$ cat config.mk
export PLATFORM = sky130hd
export DESIGN_NAME = tcred_ctrl
export DESIGN_NICKNAME = d
export VERILOG_FILES = /design/src/hdl/tcred_pkg.sv /design/src/hdl/tcred_ctrl.sv
export SDC_FILE = /design/constraint.sdc
export NUM_CORES = 1
export LEC_CHECK = 0
export BUFFER_PORTS_ARGS = -buffer_cell sky130_fd_sc_hd__buf_2
export CAP_MARGIN = 25
export CELL_PAD_IN_SITES_DETAIL_PLACEMENT = 0
export CELL_PAD_IN_SITES_GLOBAL_PLACEMENT = 2
export CORE_ASPECT_RATIO = 0.8
export CORE_MARGIN = 3
export CORE_UTILIZATION = 26
export DETAILED_ROUTE_END_ITERATION = 8
export GPL_ROUTABILITY_DRIVEN = 0
export PLACE_DENSITY = 0.91
export RECOVER_POWER = 25
export SLEW_MARGIN = 20
export SYNTH_ARGS = -nofsm -noshare
export SYNTH_HDL_FRONTEND = slang
export SYNTH_SLANG_ARGS = --single-unit
$ cat constraint.sdc
create_clock -name i_clk -period 4 [get_ports i_clk]
set_clock_uncertainty 0.2 [all_clocks]
set_input_delay 0.2 -clock i_clk [delete_from_list [all_inputs] [get_ports i_clk]]
set_output_delay 0.2 -clock i_clk [all_outputs]
set_load 0.02 [all_outputs]
$ cat src/hdl/tcred_pkg.sv
`timescale 1ns / 1ps
// ----------------------------------------------------------------------------
// tcred_pkg
// Shared types, codes and helpers of the two-class RED drop decision block.
// ----------------------------------------------------------------------------
package tcred_pkg;

    localparam int SHIFT_TABLE_DEPTH = 256;
    localparam int TBL_AW            = $clog2(SHIFT_TABLE_DEPTH);
    localparam int NUM_CLASSES       = 2;
    localparam int CLS_W             = $clog2(NUM_CLASSES);

    localparam int DIV_STEPS = 32;
    localparam int CNT_W     = $clog2(DIV_STEPS + 1);

    // request codes
    localparam logic [1:0] REQ_ARRIVAL = 2'd0;
    localparam logic [1:0] REQ_EMPTY   = 2'd1;
    localparam logic [1:0] REQ_TABLE   = 2'd2;

    // decision codes
    localparam logic [1:0] DEC_PASS   = 2'd0;
    localparam logic [1:0] DEC_PROB   = 2'd1;
    localparam logic [1:0] DEC_FORCED = 2'd2;

    // configuration register indexes
    localparam logic [2:0] CFG_MIN_TH   = 3'd0;
    localparam logic [2:0] CFG_MAX_TH   = 3'd1;
    localparam logic [2:0] CFG_WLOG     = 3'd2;
    localparam logic [2:0] CFG_CLOG     = 3'd3;
    localparam logic [2:0] CFG_PROB     = 3'd4;
    localparam logic [2:0] CFG_LO_OFF   = 3'd5;

    localparam logic [19:0] RST_MIN_TH = 20'd0;
    localparam logic [19:0] RST_MAX_TH = 20'hFFFFF;
    localparam logic [3:0]  RST_WLOG   = 4'd9;
    localparam logic [4:0]  RST_CLOG   = 5'd10;

    localparam logic [31:0] CLASS0_TOS_LIMIT = 32'd4;
    localparam logic [31:0] BDEC_MIN_QUO     = 32'd15;
    localparam logic [41:0] BDEC_SCALE       = 42'd1000;
    localparam logic [39:0] CELL_LIMIT       = 40'd255;

    typedef enum logic [1:0] {
        RG_BELOW,
        RG_BAND,
        RG_ABOVE
    } t_region;

    typedef enum logic [3:0] {
        CMD_NONE,
        CMD_LOAD,
        CMD_EMPTY,
        CMD_TABLE,
        CMD_EWMA,
        CMD_PREP,
        CMD_DIV_STEP,
        CMD_MUL_LO,
        CMD_MUL_HI,
        CMD_LIN,
        CMD_DECAY1,
        CMD_DECAY2,
        CMD_COMMIT,
        CMD_MUL_D,
        CMD_DROP,
        CMD_DRAW
    } t_cmd;

    typedef enum logic [3:0] {
        ST_IDLE,
        ST_DISPATCH,
        ST_DIV,
        ST_MUL_LO,
        ST_MUL_HI,
        ST_LIN,
        ST_DECAY1,
        ST_DECAY2,
        ST_COMMIT,
        ST_CHECK,
        ST_TEST,
        ST_DRAW,
        ST_OUT
    } t_state;

    typedef struct packed {
        logic [1:0] req;
        logic       idle_act;
        logic       backlog_zero;
        logic       div_done;
        t_region    region;
        logic       psd_zero;
        logic       drop_hit;
    } t_status;

    typedef struct packed {
        t_cmd cmd;
        logic out_load;
    } t_ctl;

    // threshold scaled by the weight, saturating at all ones
    function automatic logic [31:0] scaled(input logic [19:0] th, input logic [3:0] wl);
        logic [34:0] w;
        w = {15'd0, th} << wl;
        return (|w[34:32]) ? 32'hFFFF_FFFF : w[31:0];
    endfunction

endpackage

$ cat src/hdl/tcred_ctrl.sv
`timescale 1ns / 1ps
// ----------------------------------------------------------------------------
// tcred_ctrl
// Sequencer: walks one request through the datapath and owns the handshakes.
// ----------------------------------------------------------------------------
module tcred_ctrl (
    input  logic               i_clk,
    input  logic               i_rst_n,
    input  logic               i_in_valid,
    output logic               o_in_ready,
    output logic               o_out_valid,
    input  logic               i_out_ready,
    input  tcred_pkg::t_status i_status,
    output tcred_pkg::t_ctl    o_ctl
);

    tcred_pkg::t_state r_state, n_state;
    logic              r_out_valid;

    always_ff @(posedge i_clk) begin
        if (!i_rst_n) begin
            r_state <= tcred_pkg::ST_IDLE;
        end else begin
            r_state <= n_state;
        end
    end

    always_ff @(posedge i_clk) begin
        if (!i_rst_n) begin
            r_out_valid <= 1'b0;
        end else if (o_ctl.out_load) begin
            r_out_valid <= 1'b1;
        end else if (i_out_ready) begin
            r_out_valid <= 1'b0;
        end
    end

    always_comb begin
        n_state      = r_state;
        o_ctl.cmd    = tcred_pkg::CMD_NONE;
        o_ctl.out_load = 1'b0;
        o_in_ready   = 1'b0;
        case (r_state)
            tcred_pkg::ST_IDLE: begin
                o_in_ready = 1'b1;
                if (i_in_valid) begin
                    o_ctl.cmd = tcred_pkg::CMD_LOAD;
                    n_state   = tcred_pkg::ST_DISPATCH;
                end
            end
            tcred_pkg::ST_DISPATCH: begin
                n_state = tcred_pkg::ST_IDLE;
                case (i_status.req)
                    tcred_pkg::REQ_ARRIVAL: begin
                        if (i_status.idle_act) begin
                            o_ctl.cmd = tcred_pkg::CMD_PREP;
                            n_state   = i_status.backlog_zero ? tcred_pkg::ST_MUL_LO
                                                              : tcred_pkg::ST_DIV;
                        end else begin
                            o_ctl.cmd = tcred_pkg::CMD_EWMA;
                            n_state   = tcred_pkg::ST_COMMIT;
                        end
                    end
                    tcred_pkg::REQ_EMPTY: o_ctl.cmd = tcred_pkg::CMD_EMPTY;
                    tcred_pkg::REQ_TABLE: o_ctl.cmd = tcred_pkg::CMD_TABLE;
                    default: o_ctl.cmd = tcred_pkg::CMD_NONE;
                endcase
            end
            tcred_pkg::ST_DIV: begin
                if (i_status.div_done) begin
                    n_state = tcred_pkg::ST_MUL_LO;
                end else begin
                    o_ctl.cmd = tcred_pkg::CMD_DIV_STEP;
                end
            end
            tcred_pkg::ST_MUL_LO: begin
                o_ctl.cmd = tcred_pkg::CMD_MUL_LO;
                n_state   = tcred_pkg::ST_MUL_HI;
            end
            tcred_pkg::ST_MUL_HI: begin
                o_ctl.cmd = tcred_pkg::CMD_MUL_HI;
                n_state   = tcred_pkg::ST_LIN;
            end
            tcred_pkg::ST_LIN: begin
                o_ctl.cmd = tcred_pkg::CMD_LIN;
                n_state   = tcred_pkg::ST_DECAY1;
            end
            tcred_pkg::ST_DECAY1: begin
                o_ctl.cmd = tcred_pkg::CMD_DECAY1;
                n_state   = tcred_pkg::ST_DECAY2;
            end
            tcred_pkg::ST_DECAY2: begin
                o_ctl.cmd = tcred_pkg::CMD_DECAY2;
                n_state   = tcred_pkg::ST_COMMIT;
            end
            tcred_pkg::ST_COMMIT: begin
                o_ctl.cmd = tcred_pkg::CMD_COMMIT;
                n_state   = tcred_pkg::ST_CHECK;
            end
            tcred_pkg::ST_CHECK: begin
                if (i_status.region != tcred_pkg::RG_BAND) begin
                    n_state = tcred_pkg::ST_OUT;
                end else if (i_status.psd_zero) begin
                    n_state = tcred_pkg::ST_DRAW;
                end else begin
                    o_ctl.cmd = tcred_pkg::CMD_MUL_D;
                    n_state   = tcred_pkg::ST_TEST;
                end
            end
            tcred_pkg::ST_TEST: begin
                if (i_status.drop_hit) begin
                    o_ctl.cmd = tcred_pkg::CMD_DROP;
                    n_state   = tcred_pkg::ST_DRAW;
                end else begin
                    n_state = tcred_pkg::ST_OUT;
                end
            end
            tcred_pkg::ST_DRAW: begin
                o_ctl.cmd = tcred_pkg::CMD_DRAW;
                n_state   = tcred_pkg::ST_OUT;
            end
            tcred_pkg::ST_OUT: begin
                if (!r_out_valid || i_out_ready) begin
                    o_ctl.out_load = 1'b1;
                    n_state        = tcred_pkg::ST_IDLE;
                end
            end
            default: n_state = tcred_pkg::ST_IDLE;
        endcase
    end

    assign o_out_valid = r_out_valid;

`ifndef ASSERT_OFF
    a_load_shows: assert property (@(posedge i_clk) disable iff (!i_rst_n)
        o_ctl.out_load |=> r_out_valid)
        else $error("result register not marked valid after load");
    a_no_overwrite: assert property (@(posedge i_clk) disable iff (!i_rst_n)
        (r_out_valid && !i_out_ready) |-> !o_ctl.out_load)
        else $error("pending result overwritten");
    a_one_req: assert property (@(posedge i_clk) disable iff (!i_rst_n)
        (o_ctl.cmd == tcred_pkg::CMD_LOAD) |=> (r_state == tcred_pkg::ST_DISPATCH))
        else $error("accepted request not dispatched");
`endif

endmodule

==> impl_metrics.tcl <==
set metrics [dict create \
    status "finished, final reports clean" \
    synthTopCellsByArea "dfxtp_1 19%, a21oi_1 6.8%, nand2_1 5.1%" \
    drv_cap 0 \
    ys_ff_latch 5 \
    synth_flop_cell "dfxtp_1" \
    number_of_antenna_violations_at_the_first_check_in_global_routing 0 \
    grt_use_met1_pct 15.8 \
    synth_sequential_area_ratio_pct 19.4 \
    detail-route-antenna-nets 0 \
    fin_crit_ns 2.42 \
    finalMaxSlewViolations 0 \
    pwr-share-seq_pct 35.9 \
    ctsHtreeMaxLevel 1 \
    tritoncts.num_buffers 3 \
    critical_path_depth 5 \
    power_per_cell_area_nw_per_um2 269 \
    synth-edff-count 0 \
    final_core_utilization_pct 36.4 \
    clk_pin_slew_worst_paths_ns 0.04 \
    detailed_route_wire_length_per_cell_um 13.2 \
    start_util_pct 29.7 \
    floorplan.rows 13 \
    routed-via-count 604 \
    yosys_warnings 0 \
    synthArstFlopShare_pct 0 \
    highest_utilization_routing_layer_at_the_global_route_stage "met2" \
    post_route_cell_area_sq_um 634 \
    crit_buf_inv 2 \
    comb_power_share_pct 30.3 \
    worst_setup_path_endpoint "o_ctl[1]" \
    cts_hold_buf 0 \
    synthDistinctLibCells 38 \
    cts-resized-gates 0 \
    total_power_uw 171 \
    coreArea_sq_um 1740 \
    ctsLongestPathBuffers 2 \
    grt_max_degree 19 \
    layout_worst_path_cycle_share_pct 60.6 \
    grtUsageMet2_pct 19.1 \
    grt.total_usage_pct 12.4 \
    finalNonFillerCells 111 \
    worstHoldPathType "input port to flop" \
    critical_path.top_delay_family "compound AO/OA/AOI/OAI gates" \
    sum_of_negative_setup_slack_ns 0 \
    drt-vias-per-instance 5.44 \
    cp-end-kind "output port" \
    r2r_setup_slack_ns 2.11 \
    root_buffer "clkbuf_4" \
    buffer_ports.inserted 19 \
    worst-endpoint-arrival_ns 2.02 \
    finalSetupViolations 0 \
    tightestPinTransition_ns 0.580 \
    detail_route.drc_violations 0 \
    worstRegToRegCells 4 \
    syn_to_final_growth_pct 22.8 \
    finalHoldViolations 0 \
    max-slew-margin-rel_pct 61.3 \
    final.fill_count 189 \
    crit_path_start "r_state[0]$_SDFFE_PN0P_" \
    dp_hpwl_mm 1.11 \
    clock_power_share_pct 33.8 \
    post_synth.cell_area_avg_sq_um 7.28 \
    cell_internal_pwr_uw 112 \
    io_pins 20 \
    rsz0062_at_grt "no" \
    p_leak_nw 0.268 \
    numClockSinks 5 \
    timing.setup.critical_path_class "flop to output port" \
    mappedNetlistNets 85 \
    max-vdd-ir-drop_uv 175 \
    postSynthCellCount 71 \
    worst_setup_path_start_kind "flop" \
    proportion_of_layout_cells_with_a_drive_suffix_above_1_pct 29.2 \
    drt_pass1_iterations 4 \
    crit_required_ns 3.60 \
    diodes_inserted 0 \
    netlist_area_sq_um 517 \
    crit_path_cell_trace "inv_1 -> a2111oi_2 -> o31ai_1 -> a221o_1 -> buf_2" \
    clock_network_latency_to_the_later_pin_of_the_worst_skew_pair_ns 0.24 \
    global_route_wire_length_before_repair_mm 2.44 \
    netlist.area_leader.share_pct 19.4 \
    post-synth-top-area-cell "dfxtp_1" \
    cts_tree "yes" \
    leading_post_synthesis_cells_by_instance_count "7 x a21oi_1, 7 x nand2_1, 5 x dfxtp_1" \
    first_global_vias 569 \
    final_nets 104 \
    die_width_um 55.8 \
    power_dissipated_by_switching_net_loads_uw 58.6 \
    reg2reg_to "r_state[0]$_SDFFE_PN0P_" \
    timing.critical_path.slowest_stage_cell "dfxtp_1" \
    gr-total-overflow 0 \
    grt_util_met3_pct 5.95 \
    crit_path_max_fanout 14 \
    crit-reg2reg-launch "r_state[1]$_SDFFE_PN0P_" \
    timing.critical_path.slowest_cell_delay_ns 0.61 \
    power.switching_fraction_pct 34.3 \
    place.detailed.instances 107 \
    drt-initial-drc-count 9 \
    design.die.area_sq_um 2560 \
    maxClockFrequency_mhz 413 \
    postCtsSetupBuffers 0 \
    dpl-instance-area_sq_um 609 \
    die_h_um 45.9 \
    detail_route.wirelength_mm 1.46 \
]
## cells by family (layout without fill, tap and decap cells)
logic type	Yosys count	in the layout	synth area share, %
and+or+nand+nor	29	29	31.7
DFF	5	5	19.4
adders and majority gates	1	1	2.42
AOI/OAI and AO/OA	26	26	36.8
buffers and inverters	10	28	9.68
## layout by cell type (no fill, tap or decap), drive strengths merged, types with 2 or more instances in the layout
cell type	instances
buf	18
nand2	7
a21oi	7
dfxtp	5
clkbuf	5
nor2	4
o21ai	4
inv	4
nor2b	3
nor3	3
nand2b	3
o31ai	2
or2	2
## worst reg2reg max path, stage by stage, from the launching register on
cell and delay (ns):
dfxtp_1 0.68, nand2b_1 0.26, nor3b_2 0.08, a222oi_1 0.45, a311oi_1 0.09
## layer usage
| layer | share of wire, % | wire length [um] |
|---|---|---|
| met1 | 50 | 734 |
| met2 | 41 | 599 |
| met3 | 8.9 | 130 |
| met4 | 0 | 0 |
| met5 | 0 | 0 |
## power groups by stage
stage	Clock, mW	Sequential (mW)	Combinational, mW
global route	0.0634	0.0621	0.0580
finish	0.0578	0.0613	0.0517
global placement	0	0.0619	0.0514
CTS	0.0604	0.0611	0.0520
detailed placement	0	0.0618	0.0520
floorplan	0	0.0547	0.0412
## metrics by stage
step / hold slack [ns] / worst slack (ns)
floorplan: 0.118 / 2.05
global placement: 0.278 / 1.80
detailed placement: 0.276 / 1.80
CTS: 0.0287 / 1.59
global route: 0.0298 / 1.45
finish: 0.0315 / 1.58
## state kept, by name (all words and copies together), names as in the netlist
register     flops
r_state          4
o_out_valid      1
## worst min path at each step
| stage | start | end | slack, ns | depth (start not counted) |
|---|---|---|---|---|
| floorplan | i_rst_n | o_out_valid$_SDFFE_PN0P_ | 0.12 | 1 |
| global placement | i_rst_n | o_out_valid$_SDFFE_PN0P_ | 0.28 | 2 |
| detailed placement | i_rst_n | o_out_valid$_SDFFE_PN0P_ | 0.28 | 2 |
| CTS | i_rst_n | o_out_valid$_SDFFE_PN0P_ | 0.03 | 2 |
| global route | i_rst_n | r_state[1]$_SDFFE_PN0P_ | 0.03 | 2 |
| finish | i_rst_n | o_out_valid$_SDFFE_PN0P_ | 0.03 | 2 |
## area by class of cell
type / count / area (sq um) / share of cell area (%)
Tap cell: 22 / 27.5 / 4.34
Timing Repair Buffer: 19 / 93.8 / 14.8
Sequential cell: 5 / 100 / 15.8
Clock buffer: 4 / 26.3 / 4.14
Multi-Input combinational cell: 56 / 367 / 57.8
Inverter: 5 / 20.0 / 3.16
Power figures use the tool's default switching activity.
